==> config.mk <==
export PLATFORM = sky130hd
export DESIGN_NAME = cmdu_tlv_deframer
export DESIGN_NICKNAME = d
export VERILOG_FILES = /design/src/rtl/cmdu_pkg.sv /design/src/rtl/cmdu_parse.sv /design/src/rtl/cmdu_resq.sv /design/src/rtl/cmdu_tlv_deframer.sv
export SDC_FILE = /design/constraint.sdc
export NUM_CORES = 1
export LEC_CHECK = 0
export ABC_AREA = 1
export BUFFER_PORTS_ARGS = -buffer_cell sky130_fd_sc_hd__buf_2
export CAP_MARGIN = 20
export CELL_PAD_IN_SITES_DETAIL_PLACEMENT = 1
export CELL_PAD_IN_SITES_GLOBAL_PLACEMENT = 1
export CORE_MARGIN = 2
export CORE_UTILIZATION = 40
export CTS_BUF_LIST = sky130_fd_sc_hd__clkbuf_16
export CTS_CLUSTER_DIAMETER = 120
export DETAILED_ROUTE_END_ITERATION = 7
export GPL_ROUTABILITY_DRIVEN = 0
export PLACE_DENSITY = 0.76
export SKIP_CTS_REPAIR_TIMING = 1
export SYNTH_ARGS = -nofsm -noshare
export SYNTH_HDL_FRONTEND = slang
export SYNTH_HIERARCHICAL = 1
export SYNTH_SLANG_ARGS = --single-unit
==> constraint.sdc <==
create_clock -name clk -period 12.1 [get_ports clk]
set_input_delay 3.025 -clock clk [delete_from_list [all_inputs] [get_ports clk]]
set_output_delay 3.025 -clock clk [all_outputs]
set_load 0.05 [all_outputs]
==> src/rtl/cmdu_pkg.sv <==
// Shared types and constants for the message frame TLV deframer.
`timescale 1ns / 1ps

package cmdu_pkg;

  localparam int DEF_MAX_TLVS        = 16;
  localparam int DEF_MAX_VALUE_BYTES = 1024;

  // Header byte that carries the flags; results for the header go out here.
  localparam logic [2:0] HDR_LAST_POS  = 3'd6;
  localparam int         LAST_FRAG_BIT = 7;

  // Result queue geometry.
  localparam int QUEUE_DEPTH = 4;
  localparam int QPTR_W      = $clog2(QUEUE_DEPTH);
  localparam int QLVL_W      = $clog2(QUEUE_DEPTH + 1);

  typedef enum logic [1:0] {
    KIND_HEADER    = 2'd0,
    KIND_TLV_START = 2'd1,
    KIND_VALUE     = 2'd2,
    KIND_DONE      = 2'd3
  } kind_t;

  typedef enum logic [2:0] {
    ST_OK    = 3'd0,
    ST_SHORT = 3'd1,
    ST_MANY  = 3'd2,
    ST_LONG  = 3'd3,
    ST_TRUNC = 3'd4
  } status_t;

  typedef struct packed {
    logic [7:0] data_byte;
    logic       frame_end;
  } cmdu_in_t;

  typedef struct packed {
    kind_t       kind;
    logic [15:0] cmdu_type;
    logic [15:0] cmdu_mid;
    logic [7:0]  frag_num;
    logic        frag_last;
    logic [7:0]  tlv_type;
    logic [10:0] tlv_length;
    logic [4:0]  tlv_index;
    logic [7:0]  value_byte;
    logic [9:0]  value_offset;
    status_t     status;
    logic        last_result;
  } cmdu_out_t;

  // Up to two results pushed per accepted byte.
  typedef struct packed {
    logic [1:0] count;
    cmdu_out_t  first;
    cmdu_out_t  second;
  } cmdu_push_t;

endpackage

==> src/rtl/cmdu_parse.sv <==
// Frame parser: per-byte state machine producing up to two results.
`timescale 1ns / 1ps

module cmdu_parse import cmdu_pkg::*; #(
  parameter int MAX_TLVS        = DEF_MAX_TLVS,
  parameter int MAX_VALUE_BYTES = DEF_MAX_VALUE_BYTES
) (
  input  logic       clk,
  input  logic       rst,
  input  logic       accept,
  input  cmdu_in_t   in_item,
  input  logic [7:0] eom_type,
  output cmdu_push_t push
);

  localparam int TW = $clog2(MAX_TLVS + 1);
  localparam int VW = $clog2(MAX_VALUE_BYTES + 1);

  typedef enum logic [1:0] {
    PH_HEADER,
    PH_TLV_HDR,
    PH_VALUE,
    PH_SKIP
  } phase_t;

  phase_t      phase, phase_next;
  logic [2:0]  hdr_pos, hdr_pos_next;
  logic [1:0]  tlv_hdr_cnt, tlv_hdr_cnt_next;
  logic [7:0]  cur_type, cur_type_next;
  logic [15:0] cur_len, cur_len_next;
  logic [VW-1:0] val_cnt, val_cnt_next;
  logic [TW-1:0] tlv_cnt, tlv_cnt_next;
  status_t     err_code, err_code_next;
  logic [15:0] msg_type, msg_type_next;
  logic [15:0] msg_id, msg_id_next;
  logic [7:0]  frag_id, frag_id_next;

  logic [7:0]  b;
  logic [15:0] len_full;
  logic [1:0]  n;
  cmdu_out_t   r0, r1, done_res;
  status_t     st;

  always_comb begin
    b                = in_item.data_byte;
    len_full         = {cur_len[15:8], b};
    phase_next       = phase;
    hdr_pos_next     = hdr_pos;
    tlv_hdr_cnt_next = tlv_hdr_cnt;
    cur_type_next    = cur_type;
    cur_len_next     = cur_len;
    val_cnt_next     = val_cnt;
    tlv_cnt_next     = tlv_cnt;
    err_code_next    = err_code;
    msg_type_next    = msg_type;
    msg_id_next      = msg_id;
    frag_id_next     = frag_id;
    r0               = '0;
    r1               = '0;
    done_res         = '0;
    st               = ST_OK;
    n                = 2'd0;

    unique case (phase)
      PH_HEADER: begin
        case (hdr_pos)
          3'd1:    msg_type_next = {b, 8'h00};
          3'd2:    msg_type_next = {msg_type[15:8], b};
          3'd3:    msg_id_next   = {b, 8'h00};
          3'd4:    msg_id_next   = {msg_id[15:8], b};
          3'd5:    frag_id_next  = b;
          default: ;
        endcase
        if (hdr_pos == HDR_LAST_POS) begin
          r0.kind          = KIND_HEADER;
          r0.cmdu_type     = msg_type;
          r0.cmdu_mid      = msg_id;
          r0.frag_num      = frag_id;
          r0.frag_last     = b[LAST_FRAG_BIT];
          n                = 2'd1;
          phase_next       = PH_TLV_HDR;
          tlv_hdr_cnt_next = 2'd0;
        end else begin
          hdr_pos_next = hdr_pos + 3'd1;
        end
      end
      PH_TLV_HDR: begin
        case (tlv_hdr_cnt)
          2'd0: begin
            cur_type_next    = b;
            tlv_hdr_cnt_next = 2'd1;
          end
          2'd1: begin
            cur_len_next     = {b, 8'h00};
            tlv_hdr_cnt_next = 2'd2;
          end
          default: begin
            cur_len_next     = len_full;
            tlv_hdr_cnt_next = 2'd0;
            if (cur_type == eom_type) begin
              phase_next = PH_SKIP;
            end else if (tlv_cnt >= TW'(MAX_TLVS)) begin
              err_code_next = ST_MANY;
              phase_next    = PH_SKIP;
            end else if (len_full > 16'(MAX_VALUE_BYTES)) begin
              err_code_next = ST_LONG;
              phase_next    = PH_SKIP;
            end else begin
              r0.kind       = KIND_TLV_START;
              r0.tlv_type   = cur_type;
              r0.tlv_length = 11'(len_full);
              r0.tlv_index  = 5'(tlv_cnt);
              n             = 2'd1;
              tlv_cnt_next  = tlv_cnt + TW'(1);
              val_cnt_next  = '0;
              phase_next    = (len_full == 16'd0) ? PH_TLV_HDR : PH_VALUE;
            end
          end
        endcase
      end
      PH_VALUE: begin
        r0.kind         = KIND_VALUE;
        r0.tlv_type     = cur_type;
        r0.tlv_length   = 11'(cur_len);
        r0.tlv_index    = 5'(tlv_cnt - TW'(1));
        r0.value_byte   = b;
        r0.value_offset = 10'(val_cnt);
        n               = 2'd1;
        val_cnt_next    = val_cnt + VW'(1);
        if ((17'(val_cnt) + 17'd1) >= 17'(cur_len)) begin
          phase_next = PH_TLV_HDR;
        end
      end
      PH_SKIP: ;
      default: ;
    endcase

    if (in_item.frame_end) begin
      unique case (phase_next)
        PH_HEADER:  st = ST_SHORT;
        PH_SKIP:    st = err_code_next;
        PH_VALUE:   st = ST_TRUNC;
        PH_TLV_HDR: st = ST_OK;
        default:    st = ST_OK;
      endcase
      done_res.kind        = KIND_DONE;
      done_res.tlv_index   = 5'(tlv_cnt_next);
      done_res.status      = st;
      done_res.last_result = 1'b1;
      if (n == 2'd0) begin
        r0 = done_res;
      end else begin
        r1 = done_res;
      end
      n = n + 2'd1;
      // frame state back to idle
      phase_next       = PH_HEADER;
      hdr_pos_next     = '0;
      tlv_hdr_cnt_next = '0;
      cur_type_next    = '0;
      cur_len_next     = '0;
      val_cnt_next     = '0;
      tlv_cnt_next     = '0;
      err_code_next    = ST_OK;
      msg_type_next    = '0;
      msg_id_next      = '0;
      frag_id_next     = '0;
    end else if (n == 2'd1) begin
      r0.last_result = 1'b1;
    end
  end

  always_comb begin
    push.count  = accept ? n : 2'd0;
    push.first  = r0;
    push.second = r1;
  end

  always_ff @(posedge clk) begin
    if (rst) begin
      phase       <= PH_HEADER;
      hdr_pos     <= '0;
      tlv_hdr_cnt <= '0;
      cur_type    <= '0;
      cur_len     <= '0;
      val_cnt     <= '0;
      tlv_cnt     <= '0;
      err_code    <= ST_OK;
      msg_type    <= '0;
      msg_id      <= '0;
      frag_id     <= '0;
    end else if (accept) begin
      phase       <= phase_next;
      hdr_pos     <= hdr_pos_next;
      tlv_hdr_cnt <= tlv_hdr_cnt_next;
      cur_type    <= cur_type_next;
      cur_len     <= cur_len_next;
      val_cnt     <= val_cnt_next;
      tlv_cnt     <= tlv_cnt_next;
      err_code    <= err_code_next;
      msg_type    <= msg_type_next;
      msg_id      <= msg_id_next;
      frag_id     <= frag_id_next;
    end
  end

endmodule

==> src/rtl/cmdu_resq.sv <==
// Small result queue: takes up to two results a cycle, hands out one.
`timescale 1ns / 1ps

module cmdu_resq import cmdu_pkg::*; (
  input  logic              clk,
  input  logic              rst,
  input  cmdu_push_t        push,
  output logic              space,
  output logic [QLVL_W-1:0] level,
  output logic              out_valid,
  input  logic              out_ready,
  output cmdu_out_t         out_data
);

  cmdu_out_t         mem [QUEUE_DEPTH];
  logic [QPTR_W-1:0] head, tail;
  logic              pop;

  assign out_valid = (level != '0);
  assign out_data  = mem[head];
  assign pop       = out_valid && out_ready;
  // room for a worst-case push of two
  assign space     = (level <= QLVL_W'(QUEUE_DEPTH - 2));

  always_ff @(posedge clk) begin
    if (push.count != 2'd0) begin
      mem[tail] <= push.first;
    end
    if (push.count == 2'd2) begin
      mem[tail + QPTR_W'(1)] <= push.second;
    end
  end

  always_ff @(posedge clk) begin
    if (rst) begin
      head  <= '0;
      tail  <= '0;
      level <= '0;
    end else begin
      tail  <= tail + QPTR_W'(push.count);
      head  <= head + QPTR_W'(pop);
      level <= level + QLVL_W'(push.count) - QLVL_W'(pop);
    end
  end

endmodule

==> src/rtl/cmdu_tlv_deframer.sv <==
// Top level of the message frame TLV deframer.
//
// Usage: frame bytes enter one per request on the in channel (in_valid /
// in_ready, payload in_data with data_byte and frame_end). Byte 0 is the
// version and is dropped; bytes 1..6 form the header, which comes out as one
// header result on byte 6. TLVs follow: a start result per accepted TLV and
// one result per value byte. The byte flagged frame_end also yields a done
// result carrying status and TLV count; last_result marks the final result
// of each byte. After an error status the user drops that frame's results.
// The end-of-message TLV type is set on the cfg channel (cfg_valid /
// cfg_ready / cfg_data); cfg_ready is always high, write only when idle.
// Results: a byte's results are written into the result queue when the byte
// is accepted, and out shows the queue head; a second result queues behind.
// Throughput: one byte per cycle while each byte gives at most one result
// and out_ready is high; a frame-end byte that also gives a header, TLV
// start or value result gives two; the four-entry result queue drains
// them one per cycle while out_ready is high. in_ready drops only when
// the queue cannot take two more, so bytes back up at three pending results.
// Reset: rst (synchronous) returns the parser to the start of a frame,
// empties the queue and clears the end-of-message type to zero.
`timescale 1ns / 1ps

module cmdu_tlv_deframer import cmdu_pkg::*; #(
  parameter int MAX_TLVS        = DEF_MAX_TLVS,
  parameter int MAX_VALUE_BYTES = DEF_MAX_VALUE_BYTES
) (
  input  logic       clk,
  input  logic       rst,
  input  logic       in_valid,
  output logic       in_ready,
  input  cmdu_in_t   in_data,
  output logic       out_valid,
  input  logic       out_ready,
  output cmdu_out_t  out_data,
  input  logic       cfg_valid,
  output logic       cfg_ready,
  input  logic [7:0] cfg_data
);

  logic              accept;
  logic [7:0]        eom_type;
  cmdu_push_t        push;
  logic [QLVL_W-1:0] level;

  assign cfg_ready = 1'b1;
  assign accept    = in_valid && in_ready;

  // end-of-message TLV type register
  always_ff @(posedge clk) begin
    if (rst) begin
      eom_type <= 8'h00;
    end else if (cfg_valid && cfg_ready) begin
      eom_type <= cfg_data;
    end
  end

  cmdu_parse #(
    .MAX_TLVS        (MAX_TLVS),
    .MAX_VALUE_BYTES (MAX_VALUE_BYTES)
  ) u_parse (
    .clk      (clk),
    .rst      (rst),
    .accept   (accept),
    .in_item  (in_data),
    .eom_type (eom_type),
    .push     (push)
  );

  cmdu_resq u_resq (
    .clk       (clk),
    .rst       (rst),
    .push      (push),
    .space     (in_ready),
    .level     (level),
    .out_valid (out_valid),
    .out_ready (out_ready),
    .out_data  (out_data)
  );

  // queue never overfills
  a_level_bound: assert property (@(posedge clk) disable iff (rst)
    level <= QLVL_W'(QUEUE_DEPTH))
    else $error("result queue level beyond depth");

  // no results without an accepted byte
  a_push_gated: assert property (@(posedge clk) disable iff (rst)
    !accept |-> push.count == 2'd0)
    else $error("results pushed without an accepted byte");

  // a frame-end byte always closes with a done result
  a_end_done: assert property (@(posedge clk) disable iff (rst)
    accept && in_data.frame_end |->
      (push.count == 2'd1 && push.first.kind == KIND_DONE) ||
      (push.count == 2'd2 && push.second.kind == KIND_DONE))
    else $error("frame end without done result");

  // done is always the final result of its byte
  a_done_last: assert property (@(posedge clk) disable iff (rst)
    out_valid && out_data.kind == KIND_DONE |-> out_data.last_result)
    else $error("done result not marked last");

endmodule
==> out/results.ini, run 1 <==
[synthesis]
syn_area_per_cell_um2 = 8.60
syn_inst = 2820
ys_seq_elements = 461
synth_top_area_share_pct = 44.1
synth_flop_cell = edfxtp_1
synth_mux_area_share_pct = 0
synth_area_leaders = edfxtp_1 44%, dfxtp_1 8.7%, nand2_1 8.5%
yosys.area.top_type = edfxtp_1
netlist_area_mm2 = 0.0243
synth_compound_area_share_pct = 18.1
yosysWarnings = 6
synthAdderAreaFrac_pct = 1.63
synth_top_family_by_area = compound AO/OA/AOI/OAI gates
yosysUniqueCellTypes = 47
synthXorXnorAreaFrac_pct = 0.505
synth_enable_flop_cells = 356
seq_area_frac_synth_pct = 52.7
ys_async_sr_fraction_pct = 0
synthSimpleGateAreaFrac_pct = 16.5

[floorplan]
rows = 90
core_mm2 = 0.0601
fp.dieH_um = 250
die_w_um = 250
io-pin-count = 114
dieArea_mm2 = 0.0626
start_util_pct = 40.3

[power]
sw_frac_of_total_pct = 38.6
p_int_mw = 2.96
report.power.total_mw = 4.82
cellPowerDensity_mw_per_mm2 = 182
peakVddDrop_mv = 0.129
p_comb_share_pct = 30.1
leakagePower_nw = 9.30
seqPwrFrac_pct = 38.9
p_sw_mw = 1.86
pwr-share-clk_pct = 31.0

[clocking]
cts_buffers = 50
cts_root_buf = clkbuf_16
insertion_delay_ns = 0.60
clock-sinks = 461
cts_tree = yes
path_clk_slew_ns = 0.06
clk_path_buf_depth = 3
htree_levels = 2

[worst_setup_path]
cp-end-kind = primary output
cp.buffers_inverters = 3
cp.required_ns = 9.07
critical_path.top_delay_family = buffers and inverters
crit_top_cell = buf_4
worstSetupPathType = reg -> out
crit_path_top_delay_cell = buf_4
start_kind = flop
worst-path-stages = 5
max_stage_delay_ns = 0.78
worst_r2r_path_depth = 15
path_max_fanout = 74
crit_chain = buf_4, buf_4, o21ai_0, o22ai_1, buf_2
cp.arrival_ns = 3.88

[grt]
grt_max_degree = 119
antenna_found_initial = 1
grt_overflow = 0
track_usage_pct = 23.0
grt_pass1_vias = 20780
grt_pass1_wl_mm = 114

[placement]
dp_cells = 3558
placedInstanceArea_mm2 = 0.0248
pre_cts_ws_ns = 4.65
portBuffers = 112
place_hpwl_mm = 44.4

[hold_path]
hold_class = reg -> reg
hold_depth = 2

[sta]
rsz0062_at_grt = false
holdWs_ns = 0.467
slew-limit-headroom_pct = 22.8
hold_viol = 0
post-route-min-period_ns = 6.91
tightest_slew_ns = 1.15
fin_crit_sh_pct = 57.1
setup_ws_ns = 5.19
setup_tns_ns = 0
setup_viol = 0
slew_viol_final = 0
final.setup_skew_ns = 0.0280
timing.fmax_mhz = 145

[detailed_routing]
vias = 19654
drtPass1Iterations = 5
viasPerCell = 5.38
drtIter0Drc = 1472
route.detailed.drc = 0
wire_per_inst_um = 19.9
drt-total-wl_mm = 72.6
ant_nets = 0

[layout]
fin_nets = 2882
diodes = 0
final_common_cell = nand2_1
final_cell_mix = 545 x nand2_1, 389 x o21ai_0, 356 x edfxtp_1, 293 x nor2_1, 272 x inv_1
layout-drive-gt1-share_pct = 10.2
final_cells = 3652
fin_area_mm2 = 0.0264
post-route-util_pct = 44.0
syn_to_final_growth_pct = 8.98

[outcome]
status = completed

[flow_run]
drv_cap = 0

## cell families (layout without fill, tap and decap cells)
group                    count (synthesis)  in the layout
adder cells (fa/ha/maj)                 31             31
buffers and inverters                  528            501
AO/OA/AOI/OAI                          811            811
other                                    2             79
flip-flops                             461            461
XOR/XNOR                                14             14
AND/OR/NAND/NOR                        973            973
## layer usage
layer | track usage, % | part of all wire [%]
met1 | 27.4 | 42
met2 | 42.3 | 51
met3 | 2.89 | 3.9
met4 | 8.35 | 3.2
met5 | 0 | 0.017
## state kept, by name, indices dropped and copies added (netlist names)
| register | flops |
|---|---|
| u_parse/phase | 2 |
| eom_type | 8 |
| u_parse/val_cnt | 11 |
| u_resq/head | 2 |
| u_parse/tlv_hdr_cnt | 2 |
| u_parse/tlv_cnt | 5 |
| u_parse/cur_type | 8 |
| u_parse/cur_len | 16 |
| u_parse/frag_id | 8 |
| u_parse/hdr_pos | 3 |
| u_parse/msg_id | 16 |
| u_parse/msg_type | 16 |
| u_parse/err_code | 3 |
| u_resq/level | 3 |
| u_resq/mem | 356 |
| u_resq/tail | 2 |
## worst register-to-register path, delay by kind of cell, from the launching register on
kind | cells | cell delay [ns]
AOI/OAI and AO/OA | 2 | 0.36
adders and majority gates | 2 | 0.68
buffers and inverters | 6 | 2.79
DFF | 1 | 0.42
and+or+nand+nor | 5 | 1.02
## Yosys cell counts, drive strengths merged, types with 9 or more instances
master and instances:
o21ai 583, nand2 558, edfxtp 356, nor2 299, inv 272, buf 172, dfxtp 105, o22ai 101
a21oi 100, clkbuf 82, nand3 74, ha 30, nor3 28, a211oi 19, nand4 11, xor2 9
## power groups by stage
stage,sequential (mW),clock (mW),combinational [mW]
after floorplan,1.88,0,1.09
after global routing,1.89,1.58,1.55
after CTS,1.87,1.52,1.46
after global placement,1.90,0,1.42
after detailed placement,1.91,0,1.46
final,1.87,1.49,1.45
## layout make-up
cell class / count / area, um2
inverters: 274 / 1030
clock buffers: 52 / 1300
multi-input cells: 1908 / 9300
fillers: 7125 / 33700
flip-flops and latches: 461 / 12800
clock inverters: 41 / 283
repair buffers: 134 / 753
well taps: 782 / 978
## final timing paths
kind	slack, ns	from	endpoint
min	0.47	u_parse/msg_type[2]	u_parse/msg_type[2]
max reg2reg	6.65	u_parse/phase[0]	u_resq/mem[0][49]
max	5.19	u_resq/head[0]	out_data[24]
min reg2reg	0.47	u_parse/msg_type[2]	u_parse/msg_type[2]
Power figures use the tool's default switching activity.
==> run 2: changes to the inputs <==
- clock period: 12.1 -> 6 ns (I/O delays scaled with it)
==> run 2 against run 1 <==
Against the previous run:
- hold slack worse by 0.0055 ns
- critical path type unchanged
- largest power group unchanged
- sequential cell count unchanged
- first-iteration DRC count down 11%
- combinational power up 100%
- wire length up 4.6%
- core utilization up 0.32 points
- clock skew up 0.0010 ns
- setup slack worse by 4.1 ns
==> out/results.ini, run 2 (synthesized netlist as in run 1, its figures left out) <==
[floorplan]
start_util_pct = 40.3  ; unchanged
dieArea_mm2 = 0.0626  ; unchanged
core_mm2 = 0.0601  ; unchanged
rows = 90  ; unchanged
fp.dieH_um = 250  ; unchanged
die_w_um = 250  ; unchanged
io-pin-count = 114  ; unchanged

[worst_setup_path]
worst_r2r_path_depth = 14  ; was 15
cp-end-kind = primary output  ; unchanged
cp.required_ns = 4.50  ; was 9.07 ns
r2r_setup_slack_ns = 1.58  ; was 6.65 ns
worstSetupPathType = reg -> out  ; unchanged
cp.arrival_ns = 3.40  ; was 3.88 ns
r2r-end = u_resq/mem[3][64]  ; was u_resq/mem[0][49]
start_kind = flop  ; unchanged
path_max_fanout = 71  ; was 74
reg2reg_from = u_parse/phase[0]  ; unchanged

[clocking]
clock-sinks = 461  ; unchanged
cts_tree = yes  ; unchanged
clk_path_buf_depth = 3  ; unchanged
cts_buffers = 51  ; was 50
htree_levels = 2  ; unchanged
path_clk_slew_ns = 0.06  ; about the same
insertion_delay_ns = 0.60  ; about the same
cts_root_buf = clkbuf_16  ; unchanged

[sta]
tightest_slew_ns = 1.25  ; was 1.15 ns
hold_viol = 0  ; unchanged
final.setup_skew_ns = 0.0291  ; was 0.0280 ns
timing.fmax_mhz = 204
setup_viol = 0  ; unchanged
fin_crit_sh_pct = 81.7
slew_viol_final = 0  ; unchanged
rsz0062_at_grt = false  ; unchanged
setup_ws_ns = 1.10  ; was 5.19 ns
setup_tns_ns = 0  ; unchanged
post-route-min-period_ns = 4.90
slew-limit-headroom_pct = 16.5  ; was 22.8%

[layout]
fin_area_mm2 = 0.0266  ; was 0.0264 mm2
layout-drive-gt1-share_pct = 10.8  ; was 10.2%
fin_nets = 2896  ; was 2882
regMostFlops = u_resq/mem  ; unchanged
largest_reg_flops = 356  ; unchanged
final_common_cell = nand2_1  ; unchanged
diodes = 0  ; unchanged
syn_to_final_growth_pct = 9.77  ; was 8.98%
final_cell_mix = 545 x nand2_1, 389 x o21ai_0, 356 x edfxtp_1, 293 x nor2_1, 273 x inv_1  ; was 545 x nand2_1, 389 x o21ai_0, 356 x edfxtp_1, 293 x nor2_1, 272 x inv_1

[hold_path]
hold_depth = 2  ; unchanged
hold_class = reg -> reg  ; unchanged
min_from = u_parse/err_code[2]  ; was u_parse/msg_type[2]
min_to = u_parse/err_code[2]  ; was u_parse/msg_type[2]

[grt]
grt_pass1_vias = 21186  ; was 20780
track_usage_pct = 23.9  ; was 23.0%
grt_pass1_wl_mm = 118  ; was 114 mm
antenna_found_initial = 2  ; was 1
grt_max_degree = 141  ; was 119
grt_overflow = 0  ; unchanged

[detailed_routing]
drtIter0Drc = 1307  ; was 1472
drt-total-wl_mm = 75.9  ; was 72.6 mm
ant_nets = 0  ; unchanged
wire_per_inst_um = 20.7  ; was 19.9 um
viasPerCell = 5.47  ; was 5.38
vias = 20033  ; was 19654
route.detailed.drc = 0  ; unchanged
drtPass1Iterations = 5  ; unchanged

[outcome]
status = completed  ; unchanged

[placement]
portBuffers = 112  ; unchanged
placedInstanceArea_mm2 = 0.0250  ; was 0.0248 mm2
pre_cts_ws_ns = 1.05  ; was 4.65 ns
place_hpwl_mm = 47.2  ; was 44.4 mm

[power]
peakVddDrop_mv = 0.198  ; was 0.129 mV
leakagePower_nw = 9.41  ; was 9.30 nW
cellPowerDensity_mw_per_mm2 = 369  ; was 182 mW/mm2
report.power.total_mw = 9.83  ; was 4.82 mW

[flow_run]
drv_cap = 0  ; unchanged

run 2: metal layers:
metal	part of all wire, %	track usage, %	wire length [um]
met4	3.7	9.55	2770
met3	4.3	3.54	3300
met2	50	42.7	38000
met1	42	29.0	31800
met5	0.029	0	22
run 2: area by class of cell:
cell class	instances	area, um2
timing repair buffer	147	938
clock inverter	41	315
tap	782	978
multi-input combinational	1908	9270
fill	7143	33500
inverter	274	1030
clock buffer	52	1300
sequential	461	12800
run 2: metrics by stage:
stage               utilization (%)  hold WS (ns)  std cells
global placement               41.5         0.440       3567
CTS                            44.3         0.463       3663
floorplan                         -         0.428       2897
detailed placement             41.6         0.454       3570
global route                   44.3         0.490       3665
finish                         44.3         0.462       3665
run 2: worst max-delay path by stage:
stage | startpoint | to | slack (ns) | depth (start not counted)
floorplan | in_data[7] | u_resq/mem[0][0] | 0.38 | 16
global placement | in_data[1] | u_resq/mem[3][30] | 0.80 | 16
detailed placement | in_data[1] | u_resq/mem[2][36] | 1.05 | 17
CTS | u_resq/head[1] | out_data[35] | 1.11 | 4
global route | u_resq/head[1] | out_data[28] | 0.91 | 5
finish | u_resq/head[1] | out_data[28] | 1.10 | 5
run 2: critical path: stages, from the launching register on:
cell	delay, ns
dfxtp_2	0.59
inv_4	0.84
buf_4	0.43
o21ai_0	0.16
o22ai_1	0.42
buf_2	0.36
run 2: where the power goes:
part / switching [mW] / total, mW / internal, mW
clock: 1.30 / 3.08 / 1.78
sequential: 0.145 / 3.79 / 3.65
combinational: 2.36 / 2.96 / 0.602
total: 3.80 / 9.83 / 6.03
